$ cat config.mk
export PLATFORM = sky130hd
export DESIGN_NAME = halton_sequence_row_top_flat
export DESIGN_NICKNAME = d
export VERILOG_FILES = /design/src/rtl/core/hsr_pkg.sv /design/src/rtl/core/hsr_intf.sv /design/src/rtl/core/hsr_radinv.sv /design/src/rtl/core/halton_sequence_row_top.sv /design/src/flat_wrapper.sv
export SDC_FILE = /design/constraint.sdc
export NUM_CORES = 2
export LEC_CHECK = 0
export BUFFER_PORTS_ARGS = -buffer_cell sky130_fd_sc_hd__buf_2
export CAP_MARGIN = 20
export CORE_MARGIN = 5
export CORE_UTILIZATION = 39
export DETAILED_ROUTE_END_ITERATION = 8
export PLACE_DENSITY_LB_ADDON = 0.2
export SLEW_MARGIN = 20
export SYNTH_ARGS = -nofsm -noshare
export SYNTH_HDL_FRONTEND = slang
export SYNTH_SLANG_ARGS = --single-unit
export TNS_END_PERCENT = 30
$ cat constraint.sdc
create_clock -name clk_i -period 18.95 [get_ports clk_i]
set_input_delay 0 -clock clk_i [delete_from_list [all_inputs] [get_ports clk_i]]
set_output_delay 0 -clock clk_i [all_outputs]
set_load 0.01 [all_outputs]
$ cat src/rtl/core/hsr_pkg.sv
// Shared constants, types and radix table for the Halton row generator.
package hsr_pkg;

  // Default build figures
  localparam int HSR_MAX_AXES      = 45;
  localparam int HSR_INDEX_BITS    = 32;
  localparam int HSR_FRACTION_BITS = 31;

  // Word field widths
  localparam int SEQ_INDEX_W   = 32;
  localparam int AXIS_NUMBER_W = 6;
  localparam int COORD_W       = 32;
  localparam int AXIS_COUNT_W  = 6;
  localparam int CFG_INDEX_W   = 2;
  localparam int CFG_DATA_W    = 6;
  localparam int RADIX_W       = 8;
  localparam int TABLE_DEPTH   = 45;

  // Register indexes
  localparam logic [CFG_INDEX_W-1:0] CFG_AXIS_COUNT   = 2'd0;
  localparam logic [CFG_INDEX_W-1:0] CFG_BIPOLAR_MODE = 2'd1;

  // The 45 odd primes, one radix per axis
  localparam logic [RADIX_W-1:0] PRIME_RADIX [TABLE_DEPTH] = '{
    8'd3,   8'd5,   8'd7,   8'd11,  8'd13,  8'd17,  8'd19,  8'd23,  8'd29,
    8'd31,  8'd37,  8'd41,  8'd43,  8'd47,  8'd53,  8'd59,  8'd61,  8'd67,
    8'd71,  8'd73,  8'd79,  8'd83,  8'd89,  8'd97,  8'd101, 8'd103, 8'd107,
    8'd109, 8'd113, 8'd127, 8'd131, 8'd137, 8'd139, 8'd149, 8'd151, 8'd157,
    8'd163, 8'd167, 8'd173, 8'd179, 8'd181, 8'd191, 8'd193, 8'd197, 8'd199
  };

  typedef struct packed {
    logic               start;
    logic               bipolar;
    logic [RADIX_W-1:0] radix;
  } hsr_req_t;

  typedef struct packed {
    logic               valid;
    logic [COORD_W-1:0] coordinate;
  } hsr_res_t;

  function automatic logic [RADIX_W-1:0] radix_of(input logic [AXIS_NUMBER_W-1:0] axis);
    logic [RADIX_W-1:0] r;
    r = PRIME_RADIX[TABLE_DEPTH-1];
    if (axis < AXIS_NUMBER_W'(TABLE_DEPTH)) begin
      r = PRIME_RADIX[axis];
    end
    return r;
  endfunction

  // floor(log2(r)): bits a quotient is guaranteed to lose per digit
  function automatic logic [2:0] radix_log2(input logic [RADIX_W-1:0] r);
    logic [2:0] l;
    l = 3'd0;
    for (int b = 1; b < RADIX_W; b++) begin
      if (r[b]) begin
        l = 3'(b);
      end
    end
    return l;
  endfunction

endpackage

$ cat src/rtl/core/hsr_intf.sv
// Valid/ready channel interfaces: index in, coordinate out, register writes.
interface hsr_in_if;
  import hsr_pkg::*;
  logic                   valid;
  logic                   ready;
  logic [SEQ_INDEX_W-1:0] seq_index;
  modport source (output valid, output seq_index, input ready);
  modport sink   (input valid, input seq_index, output ready);
endinterface

interface hsr_out_if;
  import hsr_pkg::*;
  logic                     valid;
  logic                     ready;
  logic [AXIS_NUMBER_W-1:0] axis_number;
  logic [COORD_W-1:0]       coordinate;
  logic                     last_axis;
  modport source (output valid, output axis_number, output coordinate,
                  output last_axis, input ready);
  modport sink   (input valid, input axis_number, input coordinate,
                  input last_axis, output ready);
endinterface

interface hsr_cfg_if;
  import hsr_pkg::*;
  logic                   valid;
  logic                   ready;
  logic [CFG_INDEX_W-1:0] index;
  logic [CFG_DATA_W-1:0]  data;
  modport source (output valid, output index, output data, input ready);
  modport sink   (input valid, input index, input data, output ready);
endinterface

$ cat src/rtl/core/hsr_radinv.sv
// Bit-serial radical inverse of one index in one radix, exact floor to fixed point.
module hsr_radinv #(
  parameter int INDEX_BITS    = hsr_pkg::HSR_INDEX_BITS,
  parameter int FRACTION_BITS = hsr_pkg::HSR_FRACTION_BITS
) (
  input  logic                    clk_i,
  input  logic                    rst_ni,
  input  hsr_pkg::hsr_req_t       req_i,
  input  logic [INDEX_BITS-1:0]   index_i,
  input  logic                    res_ack_i,
  output hsr_pkg::hsr_res_t       res_o
);
  import hsr_pkg::*;

  localparam int LEN_W  = $clog2(INDEX_BITS + 1);
  localparam int DEN_W  = INDEX_BITS + RADIX_W;
  localparam int NUM_W  = DEN_W + 1;
  localparam int FCNT_W = $clog2(FRACTION_BITS + 1);

  localparam logic [2:0] ST_IDLE = 3'd0;
  localparam logic [2:0] ST_DIV  = 3'd1;
  localparam logic [2:0] ST_ACC  = 3'd2;
  localparam logic [2:0] ST_PREP = 3'd3;
  localparam logic [2:0] ST_FRAC = 3'd4;
  localparam logic [2:0] ST_DONE = 3'd5;

  logic [2:0]               st_q, st_d;
  logic [INDEX_BITS-1:0]    sh_q;
  logic [RADIX_W-1:0]       rem_q;
  logic [LEN_W-1:0]         len_q;
  logic [LEN_W-1:0]         cnt_q;
  logic [RADIX_W-1:0]       radix_q;
  logic                     bip_q;
  logic signed [NUM_W-1:0]  num_q;
  logic [DEN_W-1:0]         den_q;
  logic [DEN_W-1:0]         frem_q;
  logic [FRACTION_BITS-1:0] fq_q;
  logic [FCNT_W-1:0]        fcnt_q;

  // digit step: remainder picks up one index bit
  logic [RADIX_W:0]   div_t;
  logic               div_ge;
  logic [RADIX_W-1:0] div_rem;

  assign div_t   = {rem_q, sh_q[INDEX_BITS-1]};
  assign div_ge  = div_t >= {1'b0, radix_q};
  assign div_rem = div_ge ? RADIX_W'(div_t - {1'b0, radix_q}) : div_t[RADIX_W-1:0];

  // digit weight, bipolar odd digits negative
  logic [RADIX_W:0]         w_mag;
  logic [NUM_W-1:0]         w_pos;
  logic [NUM_W-1:0]         w_ext;
  logic signed [NUM_W+RADIX_W:0] num_prod;
  logic [NUM_W-1:0]         num_acc;
  logic [DEN_W+RADIX_W-1:0] den_prod;

  assign w_mag    = {1'b0, rem_q} + {{RADIX_W{1'b0}}, bip_q & rem_q[0]};
  assign w_pos    = {{(NUM_W-RADIX_W-1){1'b0}}, w_mag};
  assign w_ext    = (bip_q && rem_q[0]) ? (~w_pos + 1'b1) : w_pos;
  assign num_prod = num_q * $signed({1'b0, radix_q});
  assign num_acc  = num_prod[NUM_W-1:0] + w_ext;
  assign den_prod = den_q * radix_q;

  // window of the next quotient
  logic [2:0]            fl;
  logic [LEN_W-1:0]      len_new;
  logic [LEN_W-1:0]      align;
  logic                  quot_zero;

  assign fl        = radix_log2(radix_q);
  assign len_new   = (len_q > LEN_W'(fl)) ? (len_q - LEN_W'(fl)) : '0;
  assign align     = LEN_W'(INDEX_BITS) - len_new;
  assign quot_zero = (sh_q == '0);

  // fraction step: long division of |num| by den
  logic [NUM_W-1:0] num_neg;
  logic [DEN_W-1:0] num_mag;
  logic [DEN_W:0]   f_t;
  logic             f_ge;
  logic [DEN_W-1:0] frem_next;

  assign num_neg   = ~num_q + 1'b1;
  assign num_mag   = num_q[NUM_W-1] ? num_neg[DEN_W-1:0] : num_q[DEN_W-1:0];
  assign f_t       = {frem_q, 1'b0};
  assign f_ge      = f_t >= {1'b0, den_q};
  assign frem_next = f_ge ? DEN_W'(f_t - {1'b0, den_q}) : f_t[DEN_W-1:0];

  // floor of a negative value rounds the magnitude up
  logic             neg;
  logic [COORD_W-1:0] q_adj;

  assign neg   = num_q[NUM_W-1];
  assign q_adj = COORD_W'(fq_q) + COORD_W'(neg && (frem_q != '0));

  assign res_o.valid      = (st_q == ST_DONE);
  assign res_o.coordinate = neg ? (~q_adj + 1'b1) : q_adj;

  always_comb begin
    st_d = st_q;
    case (st_q)
      ST_IDLE: begin
        if (req_i.start) begin
          st_d = (index_i == '0) ? ST_PREP : ST_DIV;
        end
      end
      ST_DIV: begin
        if (cnt_q == LEN_W'(1)) begin
          st_d = ST_ACC;
        end
      end
      ST_ACC: begin
        st_d = quot_zero ? ST_PREP : ST_DIV;
      end
      ST_PREP: begin
        st_d = ST_FRAC;
      end
      ST_FRAC: begin
        if (fcnt_q == FCNT_W'(1)) begin
          st_d = ST_DONE;
        end
      end
      ST_DONE: begin
        if (res_ack_i) begin
          st_d = ST_IDLE;
        end
      end
      default: begin
        st_d = ST_IDLE;
      end
    endcase
  end

  always_ff @(posedge clk_i or negedge rst_ni) begin
    if (!rst_ni) begin
      st_q <= ST_IDLE;
    end else begin
      st_q <= st_d;
    end
  end

  always_ff @(posedge clk_i) begin
    case (st_q)
      ST_IDLE: begin
        sh_q    <= index_i;
        len_q   <= LEN_W'(INDEX_BITS);
        cnt_q   <= LEN_W'(INDEX_BITS);
        rem_q   <= '0;
        radix_q <= req_i.radix;
        bip_q   <= req_i.bipolar;
        num_q   <= '0;
        den_q   <= DEN_W'(1);
      end
      ST_DIV: begin
        sh_q  <= {sh_q[INDEX_BITS-2:0], div_ge};
        rem_q <= div_rem;
        cnt_q <= cnt_q - 1'b1;
      end
      ST_ACC: begin
        num_q <= $signed(num_acc);
        den_q <= den_prod[DEN_W-1:0];
        sh_q  <= sh_q << align;
        len_q <= len_new;
        cnt_q <= len_new;
        rem_q <= '0;
      end
      ST_PREP: begin
        frem_q <= num_mag;
        fq_q   <= '0;
        fcnt_q <= FCNT_W'(FRACTION_BITS);
      end
      ST_FRAC: begin
        frem_q <= frem_next;
        fq_q   <= {fq_q[FRACTION_BITS-2:0], f_ge};
        fcnt_q <= fcnt_q - 1'b1;
      end
      default: begin
      end
    endcase
  end

  a_digit_below_radix: assert property (@(posedge clk_i) disable iff (!rst_ni)
    (st_q == ST_DIV) |-> (rem_q < radix_q))
    else $error("digit remainder reached radix");

  a_num_below_den: assert property (@(posedge clk_i) disable iff (!rst_ni)
    (st_q == ST_PREP) |-> (num_mag < den_q))
    else $error("numerator magnitude not below denominator");

  a_frac_rem_below_den: assert property (@(posedge clk_i) disable iff (!rst_ni)
    (st_q == ST_FRAC) |-> (frem_q < den_q))
    else $error("fraction remainder not below denominator");

  a_result_held: assert property (@(posedge clk_i) disable iff (!rst_ni)
    (st_q == ST_DONE && !res_ack_i) |=> (st_q == ST_DONE))
    else $error("result dropped before acknowledge");

endmodule

$ cat src/rtl/core/halton_sequence_row_top.sv
// Halton row generator: one index word in, one coordinate word per axis out.
// Per axis, digits come out bit-serially over a window of index bits; the window
//   starts at INDEX_BITS, shrinks by floor(log2(radix)) per digit. Index zero skips the digits.
// The first word follows the work of axis zero after the accept; output stalls add directly.
// One index at a time: the next index is taken once the last word of a row is registered.
// Reset (async, active low): axis_count = 1, bipolar_mode = 0, pipeline empty.
module halton_sequence_row_top #(
  parameter int MAX_AXES      = hsr_pkg::HSR_MAX_AXES,
  parameter int INDEX_BITS    = hsr_pkg::HSR_INDEX_BITS,
  parameter int FRACTION_BITS = hsr_pkg::HSR_FRACTION_BITS
) (
  input logic       clk_i,
  input logic       rst_ni,
  hsr_cfg_if.sink   cfg_i,
  hsr_in_if.sink    in_i,
  hsr_out_if.source out_o
);
  import hsr_pkg::*;

  localparam int AXIS_W = (MAX_AXES > 1) ? $clog2(MAX_AXES) : 1;
  localparam int CNT_W  = $clog2(MAX_AXES + 1);

  // Configuration registers, always writable
  logic [AXIS_COUNT_W-1:0] axis_count_q;
  logic                    bipolar_q;

  // Per-index sequencing
  logic                  busy_q;
  logic                  start_q;
  logic [AXIS_W-1:0]     axis_q;
  logic [CNT_W-1:0]      n_q;
  logic [INDEX_BITS-1:0] idx_q;
  logic                  bip_run_q;

  // Output word register
  logic                     out_valid_q;
  logic [AXIS_NUMBER_W-1:0] out_axis_q;
  logic [COORD_W-1:0]       out_coord_q;
  logic                     out_last_q;

  logic       in_acc;
  logic       out_free;
  logic       res_take;
  logic       last;
  logic [CNT_W-1:0] axis_next;
  logic [CNT_W-1:0] n_sat;
  hsr_req_t   req;
  hsr_res_t   res;

  assign cfg_i.ready = 1'b1;
  assign in_i.ready  = !busy_q;
  assign in_acc      = in_i.valid && !busy_q;

  // Output register frees when empty or drained this cycle
  assign out_free = !out_valid_q || out_o.ready;
  assign res_take = res.valid && out_free;

  assign axis_next = CNT_W'(axis_q) + 1'b1;
  assign last      = (axis_next == n_q);

  // Axis count of zero means one; beyond the table it saturates
  always_comb begin
    if (axis_count_q == '0) begin
      n_sat = CNT_W'(1);
    end else if (axis_count_q > AXIS_COUNT_W'(MAX_AXES)) begin
      n_sat = CNT_W'(MAX_AXES);
    end else begin
      n_sat = CNT_W'(axis_count_q);
    end
  end

  assign req.start   = start_q;
  assign req.bipolar = bip_run_q;
  assign req.radix   = radix_of(AXIS_NUMBER_W'(axis_q));

  hsr_radinv #(
    .INDEX_BITS    (INDEX_BITS),
    .FRACTION_BITS (FRACTION_BITS)
  ) u_radinv (
    .clk_i     (clk_i),
    .rst_ni    (rst_ni),
    .req_i     (req),
    .index_i   (idx_q),
    .res_ack_i (out_free),
    .res_o     (res)
  );

  always_ff @(posedge clk_i or negedge rst_ni) begin
    if (!rst_ni) begin
      axis_count_q <= AXIS_COUNT_W'(1);
      bipolar_q    <= 1'b0;
      busy_q       <= 1'b0;
      start_q      <= 1'b0;
      axis_q       <= '0;
      n_q          <= CNT_W'(1);
      out_valid_q  <= 1'b0;
    end else begin
      if (cfg_i.valid) begin
        case (cfg_i.index)
          CFG_AXIS_COUNT: begin
            axis_count_q <= cfg_i.data[AXIS_COUNT_W-1:0];
          end
          CFG_BIPOLAR_MODE: begin
            bipolar_q <= cfg_i.data[0];
          end
          default: begin
          end
        endcase
      end

      start_q <= 1'b0;
      if (in_acc) begin
        busy_q  <= 1'b1;
        axis_q  <= '0;
        n_q     <= n_sat;
        start_q <= 1'b1;
      end else if (res_take) begin
        if (last) begin
          busy_q <= 1'b0;
        end else begin
          axis_q  <= axis_q + 1'b1;
          start_q <= 1'b1;
        end
      end

      if (res_take) begin
        out_valid_q <= 1'b1;
      end else if (out_o.ready) begin
        out_valid_q <= 1'b0;
      end
    end
  end

  // Payload: index and mode snapshot at accept, result word at hand-over
  always_ff @(posedge clk_i) begin
    if (in_acc) begin
      idx_q     <= in_i.seq_index[INDEX_BITS-1:0];
      bip_run_q <= bipolar_q;
    end
    if (res_take) begin
      out_axis_q  <= AXIS_NUMBER_W'(axis_q);
      out_coord_q <= res.coordinate;
      out_last_q  <= last;
    end
  end

  assign out_o.valid       = out_valid_q;
  assign out_o.axis_number = out_axis_q;
  assign out_o.coordinate  = out_coord_q;
  assign out_o.last_axis   = out_last_q;

  a_start_when_busy: assert property (@(posedge clk_i) disable iff (!rst_ni)
    start_q |-> busy_q)
    else $error("axis start issued while idle");

  a_result_when_busy: assert property (@(posedge clk_i) disable iff (!rst_ni)
    res.valid |-> busy_q)
    else $error("coordinate reported while idle");

  a_axis_in_range: assert property (@(posedge clk_i) disable iff (!rst_ni)
    busy_q |-> (CNT_W'(axis_q) < n_q))
    else $error("axis counter beyond axis count");

  a_accept_starts: assert property (@(posedge clk_i) disable iff (!rst_ni)
    in_acc |=> (start_q && axis_q == '0))
    else $error("accepted index did not start axis zero");

endmodule

$ cat src/flat_wrapper.sv
// flat-port wrapper written by rule: the top's interface ports become plain ports
module halton_sequence_row_top_flat import hsr_pkg::*;
#(
  parameter int MAX_AXES      = hsr_pkg::HSR_MAX_AXES,
  parameter int INDEX_BITS    = hsr_pkg::HSR_INDEX_BITS,
  parameter int FRACTION_BITS = hsr_pkg::HSR_FRACTION_BITS
)
  (clk_i, rst_ni, cfg_i_valid, cfg_i_index, cfg_i_data, cfg_i_ready, in_i_valid, in_i_seq_index, in_i_ready, out_o_valid, out_o_axis_number, out_o_coordinate, out_o_last_axis, out_o_ready);
  hsr_cfg_if cfg_i_i ();
  hsr_in_if in_i_i ();
  hsr_out_if out_o_i ();
  input logic clk_i;
  input logic rst_ni;
  input wire logic [$bits(cfg_i_i.valid)-1:0] cfg_i_valid;
  input wire logic [$bits(cfg_i_i.index)-1:0] cfg_i_index;
  input wire logic [$bits(cfg_i_i.data)-1:0] cfg_i_data;
  output wire logic [$bits(cfg_i_i.ready)-1:0] cfg_i_ready;
  input wire logic [$bits(in_i_i.valid)-1:0] in_i_valid;
  input wire logic [$bits(in_i_i.seq_index)-1:0] in_i_seq_index;
  output wire logic [$bits(in_i_i.ready)-1:0] in_i_ready;
  output wire logic [$bits(out_o_i.valid)-1:0] out_o_valid;
  output wire logic [$bits(out_o_i.axis_number)-1:0] out_o_axis_number;
  output wire logic [$bits(out_o_i.coordinate)-1:0] out_o_coordinate;
  output wire logic [$bits(out_o_i.last_axis)-1:0] out_o_last_axis;
  input wire logic [$bits(out_o_i.ready)-1:0] out_o_ready;
  assign cfg_i_i.valid = cfg_i_valid;
  assign cfg_i_i.index = cfg_i_index;
  assign cfg_i_i.data = cfg_i_data;
  assign cfg_i_ready = cfg_i_i.ready;
  assign in_i_i.valid = in_i_valid;
  assign in_i_i.seq_index = in_i_seq_index;
  assign in_i_ready = in_i_i.ready;
  assign out_o_valid = out_o_i.valid;
  assign out_o_axis_number = out_o_i.axis_number;
  assign out_o_coordinate = out_o_i.coordinate;
  assign out_o_last_axis = out_o_i.last_axis;
  assign out_o_i.ready = out_o_ready;
  halton_sequence_row_top #(.MAX_AXES(MAX_AXES), .INDEX_BITS(INDEX_BITS), .FRACTION_BITS(FRACTION_BITS)) u_core (.clk_i(clk_i), .rst_ni(rst_ni), .cfg_i(cfg_i_i), .in_i(in_i_i), .out_o(out_o_i));
endmodule
# Word-level counts from Yosys, hierarchy flattened
# Memory sizes are Yosys's and may differ from the RTL's. A register that Yosys moved wholly into a read port is not among the register bits.
# Index checks and enable logic that the tools add are counted.
# Widths: inputs -> output; s select.
# word_totals
reg_bits	307
output_inout_bits	42
mem_count	1
word_cells	133
latch_bits	0
ram_bits	0
romBits	512
# mem_list
name	depth	width	read_ports	rd_ports_with_merged_regs	wr	line_no	rtl
(name not given)	64	8	1	1	0	hsr_pkg.sv:47	r = PRIME_RADIX[axis];
# classes
shifts	1
n_lt_le_gt_ge	5
n_reduce_logical	27
bitwise	5
div	0
n_eq_ne	14
mux	42
n_mul	2
add_sub_neg	13
# op_table
operator	count
$pmux 40 s2	2
$pmux 32 s3	1
$pmux 41 s2	1
$mux 40	2
$logic_not 32->1	2
$pmux 31 s2	1
$add 41x1->41 const B	1
$add 41x41->41	1
$ge 41x40->1	1
$mul 41x9->41	1
$mux 41	1
$not 9->41	1
$add 40x1->40 const B	1
$mul 40x8->40	1
$not 40->40	1
$reduce_bool 40->1	1
$sub 40x40->40	1
$mux 6	6
$add 31x1->32	1
$add 32x1->32 const B	1
$mux 32	1
$not 32->32	1
$shl 32x6->32	1
$mux 3	9
41 further kinds	69

# Depth between registers and ports, before layout
# depth
depth_word	12
mapped_depth	28

# By module
# A second synthesis with hierarchy kept.
# unflattened
cells_unflattened	4205
area_unflattened_um2	38455.6
# by_module_without_submodules
module	area_per_inst_um2	seq_area_each_um2	n_inst	cells_each
hsr_radinv	34620.7	6621.4	1	3939
halton_sequence_row_top	3834.9	2715.1	1	266

# Worst setup path before layout
# Ideal clock, no wire load.
# synth_path
path_type	register to register
startpoint	reg u_core.u_radinv.st_q[1]
endpoint	reg u_core.u_radinv.st_q[2]
n_path_buf	2
setup_ns	0.104
required_time_ns	18.846
period_less_slack_ns	7.024
path_slack_ns	11.926
path_stages_with_launch	6
arrival_time_ns	6.920
path_cell_list	dfrtp_1 > clkbuf_1 > clkbuf_1 > nand2_1 > o21ai_0 > mux2_2
# synth_rtl
item	line_no	rtl
from (decl)	hsr_radinv.sv:27	logic [2:0] st_q, st_d;
from (signal assigned)	hsr_radinv.sv:137	st_q <= st_d;
$eq 3x3->1 (tied with other cells)	hsr_radinv.sv:100	case (st_q)
$pmux 3 s6 *	hsr_radinv.sv:100	
net u_core.u_radinv.st_d[2]	hsr_radinv.sv:27	
# Mark *: on every way through the listed nets, which the timed path passes. The rest lies on a longest branch.
# A chain may end at the register's enable or synchronous reset.

# Final worst setup path
# layout_path
startpoint	reg u_core.u_radinv.radix_q[6]
endpoint	reg u_core.u_radinv.num_q[27], data pin
# layout_via
elab_chain_cells	3
# layout_lines
item	line_no	rtl
from (decl)	hsr_radinv.sv:32	logic [RADIX_W-1:0] radix_q;
$mul 41x9->41	hsr_radinv.sv:60	assign num_prod = num_q * $signed({1'b0, radix_q});
$add 41x41->41	hsr_radinv.sv:61	assign num_acc = num_prod[NUM_W-1:0] + w_ext;
$pmux 41 s2	hsr_radinv.sv:142	case (st_q)
to (signal assigned)	hsr_radinv.sv:159	num_q <= $signed(num_acc);
to (decl)	hsr_radinv.sv:34	logic signed [NUM_W-1:0] num_q;
# No other way between the ends.

==> key figures <==
Floorplanning
  • Die width: roughly 320 um
  • Io pins: 87
  • Die ar.: a little over 100000 um^2
  • Core area: 95010 um^2
  • Starting Density: approximately two fifths
  • Num rows: 113
  • Chip Height: 319.2 um

Worst setup path
  • Worst EP arrival: 8.05 ns
  • CP required: roughly 19 ns
  • CP max FO: 31
  • Crit path cell chain: buf_4 -> inv_2 -> buf_4 -> nor2_1 -> ha_1 -> inv_1 -> fa_1 -> inv_1 -> fa_1 -> fa_1 -> inv_1 -> fa_1 -> inv_1 -> ha_1 -> and3_1 -> a221o_1 -> a221o_1 -> a221o_1 -> a311oi_2 -> o21bai_1 -> a21o_1 -> a2111oi_2 -> nor4_1 -> o21a_1
  • Crit start category: register
  • Worst R2R End: u_core.u_radinv.num_q[27]$_SDFFCE_PN0P_
  • Critical R2R Launch: u_core.u_radinv.radix_q[6]$_SDFFCE_PP1N_
  • Reg2Reg Depth: 24
  • R2R setup slack: approximately 11 ns
  • Crit Path Category: reg2reg
  • Critical Path Max Stage Delay: about 0.55 ns
  • Slowest stage cell on the critical path: fa_1
  • Crit. End Element: register

Yosys
  • Compound-Gate Fraction of Synth Area: between 10% and 20%
  • Largest family of logic cells by synthesized area: adder cells
  • Top cells by count, synth: inv_1, nor2_1, fa_1
  • Flops & latches, synth: around 310
  • Synth top area cells: fa_1, edfxtp_1, ha_1, inv_1, nor2_1
  • Yosys warnings: 0
  • Post-synth EDFFs: ~290
  • Syn Inst Count: between 4k and 5k
  • Library cells used by synthesis: 83
  • Post-synthesis simple-gate area fraction: between 10 and 15%
  • Syn Nets: roughly 4.7k
  • Mux share of post-synthesis cell area: 3.781%
  • Largest area contributor in the netlist: fa_1
  • Post-Synth Adder-Cell Area: ~31%
  • Seq/Total Area, Yosys: roughly 25%
  • Synth Area in XOR/XNOR: 6.247%
  • Primary FF master, synth: edfxtp_1
  • Share of the synthesized area in the top cell type: approximately 24%
  • Cell area after synthesis: between 30000 and 40000 um^2
  • Post-synth ARST share: under 10%
  • Average size of a mapped cell: a little over 9 um^2
  • Top-count cell post-synth: inv_1

STA
  • Setup TNS: 0 ns
  • Final setup viols: 0
  • Relative slew margins: between 20% and 30%
  • Highest Clock Rate: between 100 and 150 MHz
  • Final period util: about 41%
  • Clk_skew: about 0.046 ns
  • Final Hold Fails: 0
  • RSZ-0062 raised after global routing: false
  • Pins Over Slew Limit: 0
  • Crit path time final: between 7 and 8 ns
  • Worst-margin pin slew: roughly 1.1 ns

Global routing
  • Initial antenna violation count: 0
  • First-pass GRT wire length: between 150000 and 200000 um
  • Gr usage total: 19.58%
  • Largest net degree at the start of global routing: 59
  • Vias in the first global route: 29.31k
  • Total congestion overflow: 0

Clocking
  • Clock Tree Buf Depth: 3
  • CTS tree: built
  • H-tree depth: 2
  • Later-pin clock latency in the skew report: between 0.6 and 0.7 ns
  • Cts repair resizes: 0
  • Postcts setup bufs: 0
  • Clock tree sinks: approximately 310
  • Clock transition at the registers of the reported paths: 0.06 ns
  • Num CTS Buffers: 42
  • Root buf cell: clkbuf_16

Cells and area
  • Filler Cell Count: 9405
  • Final net count: 4780
  • Final instance area: 40940 um^2
  • Post-layout util: a little over two fifths
  • Share of cells above drive strength 1: roughly 6.4%
  • Area delta synth->final: 9.770%
  • N_diodes: 0

Placed design
  • I/O Buffers: between 80 and 90
  • GPL Wtd Cong: just under 0.9
  • Placed Area: roughly 39000 um^2
  • DP HPWL: around 75000 um

Route
  • Vias: between 20k and 30k
  • Vias/cell: around 5.2
  • Detail Route Antenna Nets: 0
  • Drt pass-1 iters: 5
  • Drt wl/cell: 18.42 um
  • Met3 routed WL: between 5000 and 6000 um
  • # DRC: 0
  • DRT iter0 DRCs: around 1.9k
  • Total routed wirelength: about 100000 um
  • DR top layer: met4
  • M1 wire length: between 40000 and 50000 um
  • Met2 routed WL: 45410 um

Hold path
  • Hold Path Class: in2reg
  • Worst hold endpoint: u_core.idx_q[28]$_DFFE_PP_
  • Hold Crit Start: in_i_seq_index[28]
  • Hold depth: 2

Run
  • Max cap viols: 0

Outcome
  • Outcome: completed
==> logic make-up (layout without fill, tap and decap cells) <==
kind of cell / Yosys count / after routing
and+or+nand+nor: 1246 / 1246
AOI/OAI and AO/OA: 638 / 638
muxes: 138 / 138
buffers and inverters: 775 / 841
other: 1 / 1
xor gates and xnor gates: 266 / 266
DFF: 313 / 313
adders and majority gates: 662 / 662
==> critical path, delay by kind of cell, from the launching register on <==
family,cells,cell delay [ns]
flip-flops,1,0.35
adder cells (fa/ha/maj),6,2.76
AND/OR/NAND/NOR,3,0.36
AO/OA/AOI/OAI,8,2.57
buffers and inverters,7,1.39
==> metrics by stage <==
step / hold slack (ns) / instances / setup slack (ns)
floorplan: -0.2956 / 4039 / 11.93
global placement: 0.03511 / 5240 / 11.35
detailed placement: 0.03349 / 5241 / 11.29
CTS: 0.03840 / 5368 / 11.27
global route: 0.07267 / 5370 / 10.99
finish: 0.1033 / 5370 / 11.27
==> timing repair <==
action / 4_1_cts / 5_1_grt
endpoints found under the hold margin: 66 / 0
hold buffers: 51 / 0
endpoints found under the setup margin: 0 / 0
==> state kept, by name, indices dropped and copies added, names as in the netlist, 7 cells and up <==
name,cells
u_core.idx_q,32
u_core.out_o.coordinate,32
u_core.u_radinv.fq_q,31
u_core.u_radinv.sh_q,32
u_core.u_radinv.frem_q,40
u_core.u_radinv.radix_q,7
u_core.u_radinv.num_q,41
u_core.u_radinv.den_q,39
u_core.u_radinv.rem_q,8
==> worst max-delay path by stage <==
| stage | from | end | slack [ns] | cells after the start |
|---|---|---|---|---|
| 4_1_cts | u_core.u_radinv.radix_q[6]$_SDFFCE_PP1N_ | u_core.u_radinv.num_q[27]$_SDFFCE_PN0P_ | 11.27 | 24 |
| 3_5_place_dp | u_core.u_radinv.radix_q[6]$_SDFFCE_PP1N_ | u_core.u_radinv.num_q[27]$_SDFFCE_PN0P_ | 11.29 | 24 |
| 5_1_grt | u_core.u_radinv.radix_q[7]$_SDFFCE_PP1N_ | u_core.u_radinv.num_q[27]$_SDFFCE_PN0P_ | 10.99 | 24 |
| 6_report | u_core.u_radinv.radix_q[6]$_SDFFCE_PP1N_ | u_core.u_radinv.num_q[27]$_SDFFCE_PN0P_ | 11.27 | 24 |
| 2_1_floorplan | u_core.u_radinv.st_q[1]$_DFFE_PN0P_ | u_core.u_radinv.st_q[2]$_DFFE_PN0P_ | 11.93 | 5 |
| 3_3_place_gp | u_core.u_radinv.radix_q[6]$_SDFFCE_PP1N_ | u_core.u_radinv.num_q[27]$_SDFFCE_PN0P_ | 11.35 | 24 |
==> per-layer routing <==
metal  GRT usage [%]  vias up
met4           4.400        0
met3           3.120      113
met2           31.77      609
li1                -    13460
met1           27.86    13770
met5               0        -
==> cells in the final DEF, fill, tap and decap left out, types with 13 or more instances in the layout <==
cell           netlist  final
nor3_1              61     60
xor2_1              90     89
nor2_1             477    473
mux2_2              23     23
dfrtp_1             23     23
o221ai_1            14     14
o21bai_1            20     20
ha_1               209    209
fa_1               453    453
nor2b_1             22     21
and3_1              64     64
a211oi_1            24     24
a22oi_1             31     31
nor4_1              37     37
nand2b_1            26     26
o21ai_0            163    159
nand2_1            402    400
a21o_1              79     79
o31ai_1             20     20
dlygate4sd3_1        0     50
and2_1              14     13
xnor2_1            176    175
nand3_1             52     52
a31oi_1             27     26
nand4_1             29     29
buf_2               12     85
inv_1              581    580
a21oi_1            155    154
mux2i_1            115    115
buf_4                2     37
edfxtp_1           288    288
clkbuf_16            0     44
==> cell type report <==
class,count,area (um^2),share of cell area (%)
multi-input cells,2951,25190,61.52
flip-flops and latches,313,9276,22.66
inverters,589,2211,5.401
well taps,1265,1583,3.866
repair buffers,176,1291,3.154
clock buffers,58,1174,2.867
clock inverters,18,215.2,0.5257
Power is not shown: default switching activity piles up to over one toggle a cycle in this logic, so the estimate is an artifact.
